**src/rtl/bls_pkg.sv**
```systemverilog
// shared types and constants for the bresenham line stepper
`timescale 1ns / 1ps

package bls_pkg;

  localparam int unsigned COLOR_BITS = 16;

  typedef enum logic {
    ACT_LOAD = 1'b0,
    ACT_STEP = 1'b1
  } action_t;

  typedef struct packed {
    logic x_major;
    logic x_negative;
    logic y_negative;
  } line_ctl_t;

endpackage

```
**src/rtl/bls_setup.sv**
```systemverilog
// line setup: directions, major axis, error term, increments and step count
`timescale 1ns / 1ps

module bls_setup #(
  parameter int unsigned COORD_BITS = 10
) (
  input  logic [COORD_BITS-1:0]        x_start,
  input  logic [COORD_BITS-1:0]        y_start,
  input  logic [COORD_BITS-1:0]        x_end,
  input  logic [COORD_BITS-1:0]        y_end,
  output bls_pkg::line_ctl_t           ctl,
  output logic signed [COORD_BITS+1:0] err_init,
  output logic signed [COORD_BITS+1:0] minor_inc,
  output logic signed [COORD_BITS+1:0] diag_inc,
  output logic [COORD_BITS:0]          steps_init
);

  logic [COORD_BITS-1:0] dx;
  logic [COORD_BITS-1:0] dy;
  logic [COORD_BITS-1:0] d_major;
  logic [COORD_BITS-1:0] d_minor;
  logic [COORD_BITS+1:0] two_minor;
  logic [COORD_BITS+1:0] two_major;
  logic [COORD_BITS+1:0] one_major;

  always_comb begin
    ctl.x_negative = x_start > x_end;
    ctl.y_negative = y_start > y_end;
    dx = ctl.x_negative ? (x_start - x_end) : (x_end - x_start);
    dy = ctl.y_negative ? (y_start - y_end) : (y_end - y_start);
    ctl.x_major = dx >= dy;
    d_major = ctl.x_major ? dx : dy;
    d_minor = ctl.x_major ? dy : dx;
    two_minor = {1'b0, d_minor, 1'b0};
    two_major = {1'b0, d_major, 1'b0};
    one_major = {2'b00, d_major};
    minor_inc = two_minor;
    err_init = two_minor - one_major;
    diag_inc = two_minor - two_major;
    steps_init = {1'b0, d_major} + {{COORD_BITS{1'b0}}, 1'b1};
  end

endmodule

```
**src/rtl/bls_stepper.sv**
```systemverilog
// line state registers and per-pixel error update
`timescale 1ns / 1ps

module bls_stepper #(
  parameter int unsigned COORD_BITS = 10
) (
  input  logic                               clk,
  input  logic                               rst_n,
  input  logic                               load,
  input  logic                               step,
  input  logic [COORD_BITS-1:0]              x_start,
  input  logic [COORD_BITS-1:0]              y_start,
  input  logic [bls_pkg::COLOR_BITS-1:0]     pen_color,
  input  logic                               dashed,
  input  bls_pkg::line_ctl_t                 ctl_init,
  input  logic signed [COORD_BITS+1:0]       err_init,
  input  logic signed [COORD_BITS+1:0]       minor_inc,
  input  logic signed [COORD_BITS+1:0]       diag_inc,
  input  logic [COORD_BITS:0]                steps_init,
  output logic [COORD_BITS-1:0]              pixel_x,
  output logic [COORD_BITS-1:0]              pixel_y,
  output logic [bls_pkg::COLOR_BITS-1:0]     pixel_color,
  output logic                               drawn,
  output logic                               last
);

  logic [COORD_BITS-1:0]          cur_x_r, cur_x_nxt;
  logic [COORD_BITS-1:0]          cur_y_r, cur_y_nxt;
  logic signed [COORD_BITS+1:0]   err_r, err_nxt;
  logic signed [COORD_BITS+1:0]   minor_inc_r, minor_inc_nxt;
  logic signed [COORD_BITS+1:0]   diag_inc_r, diag_inc_nxt;
  logic [COORD_BITS:0]            steps_r, steps_nxt;
  logic                           parity_r, parity_nxt;
  bls_pkg::line_ctl_t             ctl_r, ctl_nxt;
  logic [bls_pkg::COLOR_BITS-1:0] color_r, color_nxt;
  logic                           dash_r, dash_nxt;
  logic                           active_r, active_nxt;

  logic                  move_x;
  logic                  move_y;
  logic [COORD_BITS-1:0] x_moved;
  logic [COORD_BITS-1:0] y_moved;
  logic                  final_pixel;

  always_comb begin
    final_pixel = steps_r <= {{COORD_BITS{1'b0}}, 1'b1};
    pixel_x     = active_r ? cur_x_r : '0;
    pixel_y     = active_r ? cur_y_r : '0;
    pixel_color = active_r ? color_r : '0;
    drawn       = active_r & ~(dash_r & parity_r);
    last        = ~active_r | final_pixel;

    move_x  = ~err_r[COORD_BITS+1] | ctl_r.x_major;
    move_y  = ~err_r[COORD_BITS+1] | ~ctl_r.x_major;
    x_moved = ctl_r.x_negative ? (cur_x_r - 1'b1) : (cur_x_r + 1'b1);
    y_moved = ctl_r.y_negative ? (cur_y_r - 1'b1) : (cur_y_r + 1'b1);

    cur_x_nxt     = cur_x_r;
    cur_y_nxt     = cur_y_r;
    err_nxt       = err_r;
    minor_inc_nxt = minor_inc_r;
    diag_inc_nxt  = diag_inc_r;
    steps_nxt     = steps_r;
    parity_nxt    = parity_r;
    ctl_nxt       = ctl_r;
    color_nxt     = color_r;
    dash_nxt      = dash_r;
    active_nxt    = active_r;

    if (load) begin
      cur_x_nxt     = x_start;
      cur_y_nxt     = y_start;
      err_nxt       = err_init;
      minor_inc_nxt = minor_inc;
      diag_inc_nxt  = diag_inc;
      steps_nxt     = steps_init;
      parity_nxt    = 1'b0;
      ctl_nxt       = ctl_init;
      color_nxt     = pen_color;
      dash_nxt      = dashed;
      active_nxt    = 1'b1;
    end else if (step && active_r) begin
      if (move_x) begin
        cur_x_nxt = x_moved;
      end
      if (move_y) begin
        cur_y_nxt = y_moved;
      end
      err_nxt    = err_r + (err_r[COORD_BITS+1] ? minor_inc_r : diag_inc_r);
      parity_nxt = ~parity_r;
      steps_nxt  = steps_r - {{COORD_BITS{1'b0}}, 1'b1};
      if (final_pixel) begin
        active_nxt = 1'b0;
      end
    end
  end

  always_ff @(posedge clk) begin
    if (!rst_n) begin
      cur_x_r     <= '0;
      cur_y_r     <= '0;
      err_r       <= '0;
      minor_inc_r <= '0;
      diag_inc_r  <= '0;
      steps_r     <= '0;
      parity_r    <= 1'b0;
      ctl_r       <= '0;
      color_r     <= '0;
      dash_r      <= 1'b0;
      active_r    <= 1'b0;
    end else begin
      cur_x_r     <= cur_x_nxt;
      cur_y_r     <= cur_y_nxt;
      err_r       <= err_nxt;
      minor_inc_r <= minor_inc_nxt;
      diag_inc_r  <= diag_inc_nxt;
      steps_r     <= steps_nxt;
      parity_r    <= parity_nxt;
      ctl_r       <= ctl_nxt;
      color_r     <= color_nxt;
      dash_r      <= dash_nxt;
      active_r    <= active_nxt;
    end
  end

endmodule

```
**src/rtl/bresenham_line_stepper_core.sv**
```systemverilog
// top level of the bresenham line stepper with dashed mode
//
//  channel  direction  handshake          payload
//  in_      input      in_valid/in_stall  action, endpoints, pen_color, dashed
//  out_     output     out_valid/out_stall pixel_x, pixel_y, pixel_color, drawn, last
//
//  one item per clock while in_stall is low; a step item's pixel shows on out_ the cycle after it is accepted
//  a load item gives no pixel
//  in_stall is high only while a pixel is held in the output register under out_stall
//  reset clears the line state (no line active) and the output valid
`timescale 1ns / 1ps

module bresenham_line_stepper_core #(
  parameter int unsigned COORD_BITS = 10
) (
  input  logic                           clk,
  input  logic                           rst_n,
  input  logic                           in_valid,
  output logic                           in_stall,
  input  logic                           in_action,
  input  logic [COORD_BITS-1:0]          in_x_start,
  input  logic [COORD_BITS-1:0]          in_y_start,
  input  logic [COORD_BITS-1:0]          in_x_end,
  input  logic [COORD_BITS-1:0]          in_y_end,
  input  logic [bls_pkg::COLOR_BITS-1:0] in_pen_color,
  input  logic                           in_dashed,
  output logic                           out_valid,
  input  logic                           out_stall,
  output logic [COORD_BITS-1:0]          out_pixel_x,
  output logic [COORD_BITS-1:0]          out_pixel_y,
  output logic [bls_pkg::COLOR_BITS-1:0] out_pixel_color,
  output logic                           out_drawn,
  output logic                           out_last
);

  logic in_fire;
  logic do_load;
  logic do_step;

  bls_pkg::line_ctl_t           setup_ctl;
  logic signed [COORD_BITS+1:0] setup_err;
  logic signed [COORD_BITS+1:0] setup_minor;
  logic signed [COORD_BITS+1:0] setup_diag;
  logic [COORD_BITS:0]          setup_steps;

  logic [COORD_BITS-1:0]          px;
  logic [COORD_BITS-1:0]          py;
  logic [bls_pkg::COLOR_BITS-1:0] pcolor;
  logic                           pdrawn;
  logic                           plast;

  logic                           out_valid_r, out_valid_nxt;
  logic [COORD_BITS-1:0]          out_x_r;
  logic [COORD_BITS-1:0]          out_y_r;
  logic [bls_pkg::COLOR_BITS-1:0] out_color_r;
  logic                           out_drawn_r;
  logic                           out_last_r;

  assign in_stall = out_valid_r & out_stall;
  assign in_fire  = in_valid & ~in_stall;
  assign do_load  = in_fire & (in_action == bls_pkg::ACT_LOAD);
  assign do_step  = in_fire & (in_action == bls_pkg::ACT_STEP);

  bls_setup #(
    .COORD_BITS(COORD_BITS)
  ) u_setup (
    .x_start    (in_x_start),
    .y_start    (in_y_start),
    .x_end      (in_x_end),
    .y_end      (in_y_end),
    .ctl        (setup_ctl),
    .err_init   (setup_err),
    .minor_inc  (setup_minor),
    .diag_inc   (setup_diag),
    .steps_init (setup_steps)
  );

  bls_stepper #(
    .COORD_BITS(COORD_BITS)
  ) u_stepper (
    .clk         (clk),
    .rst_n       (rst_n),
    .load        (do_load),
    .step        (do_step),
    .x_start     (in_x_start),
    .y_start     (in_y_start),
    .pen_color   (in_pen_color),
    .dashed      (in_dashed),
    .ctl_init    (setup_ctl),
    .err_init    (setup_err),
    .minor_inc   (setup_minor),
    .diag_inc    (setup_diag),
    .steps_init  (setup_steps),
    .pixel_x     (px),
    .pixel_y     (py),
    .pixel_color (pcolor),
    .drawn       (pdrawn),
    .last        (plast)
  );

  always_comb begin
    out_valid_nxt = out_valid_r;
    if (do_step) begin
      out_valid_nxt = 1'b1;
    end else if (!out_stall) begin
      out_valid_nxt = 1'b0;
    end
  end

  always_ff @(posedge clk) begin
    if (!rst_n) begin
      out_valid_r <= 1'b0;
    end else begin
      out_valid_r <= out_valid_nxt;
    end
  end

  always_ff @(posedge clk) begin
    if (do_step) begin
      out_x_r     <= px;
      out_y_r     <= py;
      out_color_r <= pcolor;
      out_drawn_r <= pdrawn;
      out_last_r  <= plast;
    end
  end

  assign out_valid       = out_valid_r;
  assign out_pixel_x     = out_x_r;
  assign out_pixel_y     = out_y_r;
  assign out_pixel_color = out_color_r;
  assign out_drawn       = out_drawn_r;
  assign out_last        = out_last_r;

endmodule

```
**config.mk**
```make
export PLATFORM = sky130hd
export DESIGN_NAME = bresenham_line_stepper_core
export DESIGN_NICKNAME = d
export VERILOG_FILES = /design/src/rtl/bls_pkg.sv /design/src/rtl/bls_setup.sv /design/src/rtl/bls_stepper.sv /design/src/rtl/bresenham_line_stepper_core.sv
export SDC_FILE = /design/constraint.sdc
export NUM_CORES = 1
export LEC_CHECK = 0
export ABC_CLOCK_PERIOD_IN_PS = 11600
export BUFFER_PORTS_ARGS = -buffer_cell sky130_fd_sc_hd__clkbuf_2
export CORE_MARGIN = 2
export CORE_UTILIZATION = 55
export DETAILED_ROUTE_END_ITERATION = 10
export PLACE_DENSITY = 0.73
export SLEW_MARGIN = 20
export SYNTH_ARGS = -nofsm -noshare
export SYNTH_HDL_FRONTEND = slang
export SYNTH_SLANG_ARGS = --single-unit
```
**constraint.sdc**
```tcl
create_clock -name clk -period 11.6 [get_ports clk]
set_input_delay 2.32 -clock clk [delete_from_list [all_inputs] [get_ports clk]]
set_output_delay 2.32 -clock clk [all_outputs]
set_load 0.005 [all_outputs]
```
# Yosys cells after proc, flatten, opt, wreduce, memory -nomap -nowiden
# Index checks and enable logic that the tools add are counted.
word_totals:
  regBits: 126
  latchBits: 0
  ramBits: 0
  rom_bits: 0
  inputBits: 62
  output_inout_bits: 40
  elab_cells: 85
  n_memories: 0
classes:
  add_sub_neg: 13
  multipliers: 0
  div_mod_pow: 0
  order_cmp: 4
  eq_ne: 1
  shift: 0
  n_mux: 22
  n_bitwise: 17
  n_reduce_logical: 9
op_table:
  columns: ["cell", "n"]
  rows:
  - ["$mux W10", 12]
  - ["$sub A10 B10 Y10", 4]
  - ["$mux W12", 3]
  - ["$mux W11", 2]
  - ["$add A10 B1 Y10 const B", 2]
  - ["$gt A10 B10 Y1", 2]
  - ["$sub A10 B1 Y10 const B", 2]
  - ["$add A12 B12 Y12", 1]
  - ["$sub A11 B10 Y12", 1]
  - ["$sub A11 B11 Y12", 1]
  - ["$add A10 B1 Y11 const B", 1]
  - ["$le A11 B1 Y1 const B", 1]
  - ["$sub A11 B1 Y11 const B", 1]
  - ["$ge A10 B10 Y1", 1]
  - ["$not A1 Y1", 8]
  - ["$reduce_bool A2 Y1", 4]
  - ["$and A1 B1 Y1", 6]
  - ["$reduce_and A2 Y1", 3]
  - ["$mux W1", 5]
  - ["$or A1 B1 Y1", 3]
  - ["$ne A2 B1 Y1 const B", 1]
  - ["$reduce_or A2 Y1", 1]
  - ["$logic_and A1 B1 Y1", 1]

# Depth between registers and ports, before layout
# Gate-level depths: netlist of run 1.
logic_depth:
  depth_word: 7
  mapped_depth: 35
  depth_no_buf: 31

# By module
# Synthesis of run 1 repeated with hierarchy kept, for this count alone.
unflattened:
  cells_unflattened: 1198
  area_unflattened_um2: 10221.1
by_module_without_submodules:
  columns: ["module", "n_inst", "cells_each", "area_each_um2"]
  rows:
  - ["bls_stepper", 1, 614, 5302.6]
  - ["bls_setup", 1, 539, 3723.6]
  - ["bresenham_line_stepper_core", 1, 45, 1194.9]

# Least setup slack after synthesis of run 1
# OpenSTA, ideal clock, no wires.
synth_timing:
  kind: "input-to-reg"
  start: "input in_y_start[0]"
  end: "register u_stepper.err_r[10]"
  setup_time_ns: 0.079
  t_arrival_ns: 8.997
  t_required_ns: 11.521
  setup_slack_ns: 2.523
  stages: 32
  cell_sequence: "inv_1 ha_1 inv_1 fa_1 a21o_1 nand4_1 and4bb_2 nor2_4 mux2_4 o21a_1 o21a_1 o21a_2 o211a_1 a211oi_2 ha_1 clkbuf_1 nand2_1 nor2_1 a221oi_2 clkbuf_1 buf_2 buf_1 o21ai_0 ha_1 a21o_1 maj3_1 a21o_1 a32o_1 a31oi_1 a21oi_1 mux2_2 a211oi_2"
synth_between:
  elab_chain_cells: 6
  elab_cells_between_ends: 9
synth_lines:
  columns: ["item", "line_no", "source"]
  rows:
  - ["from (decl)", "bresenham_line_stepper_core.sv:22", "input logic [COORD_BITS-1:0] in_y_start,"]
  - ["$sub A10 B10 Y10 / $gt A10 B10 Y1 (equally long branches)", "bls_setup.sv:30, bls_setup.sv:28", null]
  - ["$mux W10 (*)", "bls_setup.sv:30", "dy = ctl.y_negative ? (y_start - y_end) : (y_end - y_start);"]
  - ["$ge A10 B10 Y1", "bls_setup.sv:31", "ctl.x_major = dx >= dy;"]
  - ["$mux W10 (on tied branches)", "bls_setup.sv:33, bls_setup.sv:32", null]
  - ["$sub A11 B10 Y12 (*)", "bls_setup.sv:38", "err_init = two_minor - one_major;"]
  - ["$mux W12 (*)", "bls_stepper.sv:70", "if (load) begin"]
  - ["to (signal assigned)", "bls_stepper.sv:114", "err_r <= err_nxt;"]
  - ["to (decl)", "bls_stepper.sv:29", "logic signed [COORD_BITS+1:0] err_r, err_nxt;"]
# Every way passes the cells marked *; elsewhere a longest branch is shown, timed or not.
# A chain may end at the register's enable or synchronous reset.

# Final worst setup path of run 1
layout_timing:
  start: "input in_y_start[8]"
  end: "register u_stepper.err_r[10]"
# The elaborated chain is that of the path after synthesis.

==> flow_metrics.tcl, run 1 <==
set metrics [dict create \
    status "finished clean" \
    slew_headroom 0.265 \
    drc 0 \
    cts_resized 0 \
    synth_top_family_by_area "compound AO/OA/AOI/OAI gates" \
    path_buf_inv 3 \
    cts_setup_buffers 0 \
    min_path_type "register to register" \
    power_density_nw_per_um2 191 \
    setup_viol 0 \
    fill_cells 1531 \
    drtPass1Iterations 5 \
    startpoint_type "input port" \
    antenna_found_initial 0 \
    arrival_ps 9110 \
    critical_path_class "input port to register" \
    ys_async_sr_fraction 0 \
    synth-compound-area-share 0.248 \
    crit_cells 30 \
    dpl_cell_area_um2 10500 \
    rsz0062_at_grt "no" \
    hold_violations 0 \
    comb_power_share 0.497 \
    synth_xor_area_frac 0.0561 \
    fp.dieW_um 138 \
    grt_pass1_wl_um 39400 \
    antennaDiodeCount 0 \
    end_kind "register" \
    wl_per_cell_um 16.7 \
    core_um2 17400 \
    p_leak_nw 5.00 \
    finalSetupTns_ps 0 \
    grt_pass1_vias 7824 \
    cp_max_fo 36 \
    p_int_mw 1.25 \
    hold-path-cell-count 2 \
    start_util 0.565 \
    rows 48 \
    gp_congestion 0.964 \
    ant_nets 0 \
    synth_nets 1303 \
    dp_worst_setup_slack_ps 2520 \
    yosysSeqAreaShare 0.291 \
    portBuffers 101 \
    vias 8466 \
    synth_ff_type "dfxtp_1" \
    ys_types 87 \
    via_per_inst 5.79 \
    drive_gt1_frac 0.162 \
    drtIter0Drc 569 \
    worst_path_max_delay_cell "ha_1" \
    boundaryPins 102 \
    cts_buffer_depth 2 \
    dpl.hpwl_um 17800 \
    finalNonFillerCells 1462 \
    synth_mux_area_frac 0.0361 \
    die_height_um 138 \
    synth_fa_ha_area_frac 0.119 \
    synth_area_per_cell_um2 8.53 \
    synthesis.area_um2 9830 \
    ys_ff_latch 124 \
    swShare 0.411 \
    cp_slowest_stage_delay_ps 400 \
    period_needed_ps 8760 \
    max_freq_mhz 114 \
    peakVddDrop_uv 139 \
    yosysWarnings 0 \
    insertion_delay_ps 430 \
    track_usage 0.266 \
    cts_htree_levels 4 \
    root_buffer "clkbuf_16" \
    final_cell_area_um2 11100 \
    fin_crit_sh 0.755 \
    postCtsHoldBufs 0 \
    grt-ovfl-total 0 \
    totalWireLength_um 24400 \
    synth_cells 1153 \
    maxCapViolations 0 \
    p_clk_frac 0.254 \
    cp.required_ps 11950 \
    dieArea_um2 19000 \
    yosys.area_share.simple 0.191 \
    power.switching_mw 0.870 \
    worst_pin_slew_ps 1090 \
    p_seq_frac 0.248 \
    grt_max_degree 89 \
    clock_skew_ps 12.6 \
    cp_top_family "compound AO/OA/AOI/OAI gates" \
    placed_cells 1430 \
    worst_r2r_path_depth 15 \
    synth_edf_count 38 \
    area_growth_pct 12.5 \
    cts_tree "built" \
    cts.sinks 124 \
    numCtsBuffers 17 \
    final_max_slew_viol_count 0 \
    clkTransAtPathRegs_ps 60 \
    final.setup.worst_slack_ps 2840 \
    hold_ws_ps 461 \
    final_nets 1374 \
]
-- synth_stat cells, types with 10 or more instances --
cell / count / share of area
and2_1: 53 / 0.034
o21a_1: 13 / 0.0099
or3_1: 10 / 0.0064
o21ai_0: 46 / 0.023
dfxtp_1: 86 / 0.18
edfxtp_1: 38 / 0.12
nor2_1: 48 / 0.018
mux2i_1: 11 / 0.011
a21o_1: 21 / 0.016
o211a_1: 32 / 0.033
clkbuf_1: 40 / 0.015
xor2_1: 13 / 0.012
nand3_1: 19 / 0.0097
inv_1: 90 / 0.034
nand2_1: 133 / 0.051
o211ai_1: 26 / 0.020
mux2_2: 18 / 0.021
a21oi_1: 61 / 0.031
ha_1: 81 / 0.10
nor2b_1: 20 / 0.013
o21bai_1: 13 / 0.0099
a21boi_0: 31 / 0.024
nor3_1: 22 / 0.011
xnor2_1: 50 / 0.045
-- registers in the layout, summed over array words and instances (netlist names) --
name                   cells
u_stepper.active_r         1
u_stepper.parity_r         1
u_stepper.ctl_r            3
out_pixel_color           16
u_stepper.diag_inc_r      11
u_stepper.steps_r         11
u_stepper.dash_r           1
u_stepper.color_r         16
out_last                   1
u_stepper.err_r           11
u_stepper.cur_y_r         10
out_valid                  1
u_stepper.cur_x_r         10
u_stepper.minor_inc_r     10
out_drawn                  1
out_pixel_y               10
out_pixel_x               10
-- tightest hold or removal path: stages (launching register included) --
cell and delay [ps]:
dfxtp_1 300, nand2_1 40, a21boi_0 60
-- cells in the final DEF (no fill, tap or decap), drive strengths merged, types with 7 or more instances in the layout --
master | Yosys | routed
or3 | 10 | 10
xnor2 | 50 | 50
o21ai | 57 | 57
o211ai | 26 | 26
ha | 81 | 81
nor2 | 52 | 52
nand2b | 9 | 9
o311ai | 11 | 11
a21boi | 31 | 31
a21oi | 65 | 65
o31ai | 7 | 7
nand3 | 19 | 19
nor2b | 20 | 20
fa | 7 | 7
nand2 | 133 | 133
edfxtp | 38 | 38
clkbuf | 40 | 119
a21o | 22 | 22
o21bai | 13 | 13
a211oi | 11 | 11
o211a | 32 | 32
nor3b | 8 | 8
and3 | 9 | 9
o21a | 14 | 14
buf | 17 | 8
mux2 | 19 | 19
xor2 | 13 | 13
inv | 90 | 94
and2 | 55 | 55
nor3 | 25 | 25
mux2i | 13 | 13
dfxtp | 86 | 86
-- logic make-up after synthesis --
family	after synthesis
simple gates	366
xor+xnor	63
fa+ha+maj	90
buf+inv	147
flops	124
mux	32
compound gates	331
-- worst paths after layout --
path                    startpoint                     to  slack, ps
max                  in_y_start[8]    u_stepper.err_r[10]       2840
min          u_stepper.color_r[12]  u_stepper.color_r[12]        460
max reg2reg    u_stepper.err_r[11]    u_stepper.err_r[10]       7900
min reg2reg  u_stepper.color_r[12]  u_stepper.color_r[12]        460
-- final cells by class --
class,instances,area (um2),share of cell area
repair buffers,109,566,0.0511
inverters,90,338,0.0305
multi-input cells,882,6420,0.580
well taps,225,282,0.0255
flip-flops and latches,124,2860,0.259
clock inverters,14,164,0.0148
clock buffers,18,429,0.0388
-- metrics by stage --
step	power (mW)	util
after floorplan	1.34	-
after global placement	1.56	0.601
after CTS	2.11	0.635
after global routing	2.25	0.635
final	2.12	0.635
after detailed placement	1.57	0.601
-- power by group through the flow --
stage	Sequential [mW]	Combinational (mW)	Clock, mW
after global routing	0.531	1.16	0.562
after floorplan	0.524	0.821	0
after CTS	0.525	1.04	0.546
final	0.525	1.05	0.538
after detailed placement	0.534	1.03	0
after global placement	0.533	1.02	0
-- layer usage --
metal  global-route usage  part of all wire  up-vias
met5                    0                 0        -
met4               0.0901             0.023        0
met2                0.416              0.44      267
met3               0.0548             0.064       46
li1                     -                 -     4244
met1                0.366              0.47     3909
Power figures use the tool's default switching activity.
==> inputs of run 2 (changes only) <==
Settings changed: ABC_CLOCK_PERIOD_IN_PS 11600 to 8500.
Clock period 11.6 ns to 8.5 ns, I/O delays scaled along.
==> run 2 against run 1 <==
  * Critical path type unchanged
  * Sequential share of layout area decreased by 0.23 points
  * Final cell count is 0.62% higher
  * Die area did not move
  * Routed wire length increased by 1.2%
  * Power grew 41%
  * Final area up 0.91%
  * Largest cell class unchanged
  * Largest power group unchanged
  * Sequential power rose by 37%
==> flow_metrics.tcl, run 2 (synthesized netlist as in run 1, its figures left out) <==
set metrics [dict create \
    final_nets 1383 \
    antennaDiodeCount 0 \
    path_buf_inv 5 \
    max_freq_mhz 128 \
    power_density_nw_per_um2 267 \
    cp.required_ps 8840 \
    finalSetupTns_ps 0 \
    dp_worst_setup_slack_ps 380 \
    finalNonFillerCells 1471 \
    rows 48 \
    cp_slowest_stage_delay_ps 560 \
    timing.rr.end "u_stepper.err_r[10]" \
    hold-path-cell-count 2 \
    drc 0 \
    min_path_type "register to register" \
    min_to "u_stepper.color_r[15]" \
    drtPass1Iterations 6 \
    r2r-start "u_stepper.err_r[11]" \
    arrival_ps 8130 \
    final_common_cell "nand2_1" \
    final.setup.worst_slack_ps 708 \
    status "finished clean" \
    totalWireLength_um 24700 \
    startpoint "in_x_start[0]" \
    clkTransAtPathRegs_ps 60 \
    gp_congestion 0.947 \
    postCtsHoldBufs 0 \
    portBuffers 101 \
    cp_max_fo 21 \
    antenna_found_initial 0 \
    period_needed_ps 7790 \
    track_usage 0.273 \
    cts_htree_levels 4 \
    hold_ws_ps 460 \
    worst_path_max_delay_cell "or4b_4" \
    placed_cells 1439 \
    maxCapViolations 0 \
    final_max_slew_viol_count 0 \
    cts_tree "built" \
    core_um2 17400 \
    ant_nets 0 \
    ff2ff_setup_slack_ps 4660 \
    die_height_um 138 \
    dpl.hpwl_um 18400 \
    fp.dieW_um 138 \
    min_from "u_stepper.color_r[15]" \
    end_kind "register" \
    cts_setup_buffers 0 \
    start_util 0.565 \
    numCtsBuffers 17 \
    grt_pass1_vias 7862 \
    dieArea_um2 19000 \
    rsz0062_at_grt "no" \
    setup_viol 0 \
    boundaryPins 102 \
    worst_r2r_path_depth 15 \
    worst_pin_slew_ps 951 \
    most-common-layout-cells "nand2_1, clkbuf_2, inv_1" \
    startpoint_type "input port" \
    hold_violations 0 \
    root_buffer "clkbuf_16" \
    postLayoutCoreUtil 0.641 \
    peakVddDrop_uv 210 \
    grt-ovfl-total 0 \
    cts_buffer_depth 2 \
    fin_crit_sh 0.917 \
    wl_per_cell_um 16.8 \
    clock_skew_ps 10.2 \
    drtIter0Drc 650 \
    cp_top_family "compound AO/OA/AOI/OAI gates" \
    cts.sinks 124 \
    via_per_inst 5.75 \
    cts_resized 0 \
    area_growth_pct 13.5 \
    slew_headroom 0.366 \
    grt_pass1_wl_um 40400 \
    critical_path_class "input port to register" \
    grt_max_degree 89 \
    insertion_delay_ps 430 \
    p_leak_nw 5.06 \
    vias 8465 \
    drive_gt1_frac 0.169 \
]
==> run 2: changes by cell type in the layout (fill, tap and decap cells not counted), sizes merged <==
cell | previous run | this run
buf | 8 | 17
bufinv | 2 | 3
clkbuf | 119 | 118
clkinv | 6 | 1
inv | 94 | 99
==> run 2: through the flow <==
step           power [mW]  cell area [um2]
3_3_place_gp         2.18            10500
4_1_cts              2.97            11200
3_5_place_dp         2.19            10500
5_1_grt              3.17            11200
6_report             2.97            11200
2_1_floorplan        1.83             9830
==> run 2: worst min-delay path, cell delays in order, from the launching register on <==
cell and delay (ps):
dfxtp_1 300, nand2_1 40, a21boi_0 60
==> run 2: where the power goes <==
part | switching [mW] | internal [mW] | total [mW]
combinational | 0.866 | 0.609 | 1.48
clock | 0.308 | 0.473 | 0.781
sequential | 0.0448 | 0.673 | 0.718
==> run 2: worst max path at each step <==
stage / endpoint / slack (ps) / depth (start not counted)
after floorplan: u_stepper.err_r[10] / 40 / 32
final: u_stepper.err_r[10] / 710 / 31
after CTS: u_stepper.err_r[10] / 800 / 31
after global placement: u_stepper.err_r[10] / 540 / 32
after global routing: u_stepper.err_r[10] / 220 / 31
after detailed placement: u_stepper.err_r[10] / 380 / 31
==> run 2: metal layers <==
| metal | GRT usage | part of all wire | routed length [um] | vias up |
|---|---|---|---|---|
| met5 | 0 | 0 | 0 | - |
| met4 | 0.0782 | 0.018 | 437 | 0 |
| met3 | 0.0368 | 0.052 | 1300 | 36 |
| met2 | 0.438 | 0.45 | 11200 | 213 |
| met1 | 0.384 | 0.48 | 11800 | 3931 |
| li1 | - | - | - | 4285 |
==> run 2: area by class of cell <==
| class | instances | area [um2] |
|---|---|---|
| clock buffer | 17 | 425 |
| clock inverter | 15 | 200 |
| fill | 1485 | 6260 |
| inverter | 90 | 338 |
| multi-input combinational | 882 | 6420 |
| sequential | 124 | 2860 |
| tap | 225 | 282 |
| timing repair buffer | 118 | 633 |
==> inputs of run 3 (changes only) <==
Settings changed: BUFFER_PORTS_ARGS -buffer_cell sky130_fd_sc_hd__clkbuf_2 to -buffer_cell sky130_fd_sc_hd__buf_2, PLACE_DENSITY 0.73 to 0.77, REMOVE_ABC_BUFFERS from default to 1.
==> run 3 against run 2 <==
  * Non-clock buffer count down 4
  * Final area down 0.82%
  * Clock skew down 0.65 ps
  * Die area unchanged
  * Worst hold slack about the same
  * Final cell count down 0.27%
  * Critical path type unchanged
  * Sequential share of layout area up 0.21 points
  * Combinational power about the same
==> flow_metrics.tcl, run 3 (synthesized netlist as in run 1, its figures left out) <==
set metrics [dict create \
    cts.sinks 124 \
    worst_path_max_delay_cell "fa_1" \
    cts_resized 0 \
    totalWireLength_um 24800 \
    p_leak_nw 5.00 \
    grt_pass1_wl_um 41000 \
    fp.dieW_um 138 \
    final_common_cell "nand2_1" \
    min_to "u_stepper.color_r[8]" \
    area_growth_pct 12.6 \
    finalNonFillerCells 1467 \
    fin_total_pwr_mw 2.89 \
    wl_per_cell_um 16.9 \
    multi_input_area_um2 6420 \
    clock_skew_ps 9.53 \
    setup_viol 0 \
    boundaryPins 102 \
    fill_cells 1522 \
    fin_crit_sh 0.931 \
    numCtsBuffers 17 \
    start_util 0.565 \
    core_um2 17400 \
    worst_pin_slew_ps 886 \
    clkTransAtPathRegs_ps 60 \
    final_max_slew_viol_count 0 \
    postLayoutCoreUtil 0.635 \
    portBuffers 101 \
    via_per_inst 5.86 \
    antenna_found_initial 0 \
    power_density_nw_per_um2 261 \
    rsz0062_at_grt "no" \
    path_buf_inv 4 \
    critical_path_class "input port to register" \
    cts_tree "built" \
    end_kind "register" \
    antennaDiodeCount 0 \
    cts_setup_buffers 0 \
    arrival_ps 8270 \
    grt_max_degree 59 \
    gp_congestion 1.04 \
    die_height_um 138 \
    maxCapViolations 0 \
    r2r-start "u_stepper.err_r[11]" \
    drc 0 \
    ant_nets 0 \
    final_nets 1379 \
    dieArea_um2 19000 \
    postCtsHoldBufs 0 \
    hold-path-cell-count 2 \
    slew_headroom 0.409 \
    max_freq_mhz 126 \
    dpl.hpwl_um 18200 \
    rows 48 \
    drtIter0Drc 564 \
    peakVddDrop_uv 176 \
    vias 8601 \
    startpoint_type "input port" \
    cp_top_family "compound AO/OA/AOI/OAI gates" \
    seq_area_um2 2860 \
    finalSetupTns_ps 0 \
    cts_buffer_depth 2 \
    cp.required_ps 8860 \
    cp_max_fo 35 \
    grt_pass1_vias 8265 \
    min_path_type "register to register" \
    cts_htree_levels 4 \
    insertion_delay_ps 430 \
    drive_gt1_frac 0.165 \
    placed_cells 1435 \
    worst_r2r_path_depth 17 \
    hold_ws_ps 460 \
    ff2ff_setup_slack_ps 4810 \
    hold_violations 0 \
    track_usage 0.274 \
    timing.rr.end "u_stepper.err_r[9]" \
    status "finished clean" \
    most-common-layout-cells "nand2_1, buf_2, inv_1" \
    cp_slowest_stage_delay_ps 410 \
    root_buffer "clkbuf_16" \
    min_from "u_stepper.color_r[8]" \
    period_needed_ps 7910 \
    grt-ovfl-total 0 \
    drtPass1Iterations 5 \
]
==> run 3: per-stage QoR <==
stage | worst slack [ps] | cell area (um2)
3_3_place_gp | 411 | 10500
4_1_cts | 636 | 11100
2_1_floorplan | -75.4 | 9600
5_1_grt | 8.13 | 11100
3_5_place_dp | 186 | 10500
6_report | 588 | 11100
==> run 3: metal layers <==
metal / vias to the layer above / wire length (um) / track usage
li1: 4260 / - / -
met1: 4044 / 11600 / 0.366
met2: 260 / 11200 / 0.447
met3: 37 / 1630 / 0.0548
met4: 0 / 417 / 0.0828
met5: - / 0 / 0
==> run 3: power by group <==
part           switching, mW  internal [mW]
clock                  0.303          0.406
combinational          0.873          0.593
sequential            0.0455          0.673
==> run 3: worst max path at each step <==
stage | startpoint | end | depth (start not counted)
after floorplan | in_y_start[0] | u_stepper.err_r[10] | 28
after global placement | in_y_start[0] | u_stepper.err_r[10] | 29
after detailed placement | in_y_start[0] | u_stepper.err_r[10] | 30
after CTS | in_y_start[0] | u_stepper.err_r[10] | 30
after global routing | in_x_start[0] | u_stepper.err_r[10] | 31
final | in_y_start[0] | u_stepper.err_r[10] | 30
==> run 3: final cells by class <==
| type | count | area share |
|---|---|---|
| tap | 225 | 0.0254 |
| multi-input combinational | 882 | 0.580 |
| timing repair buffer | 114 | 0.0545 |
| clock inverter | 15 | 0.0125 |
| sequential | 124 | 0.259 |
| inverter | 90 | 0.0305 |
| clock buffer | 17 | 0.0384 |
==> run 3: tightest hold or removal path: stages, from the launching register on <==
cell      delay [ps]
dfxtp_1          300
nand2_1           40
a21boi_0          60
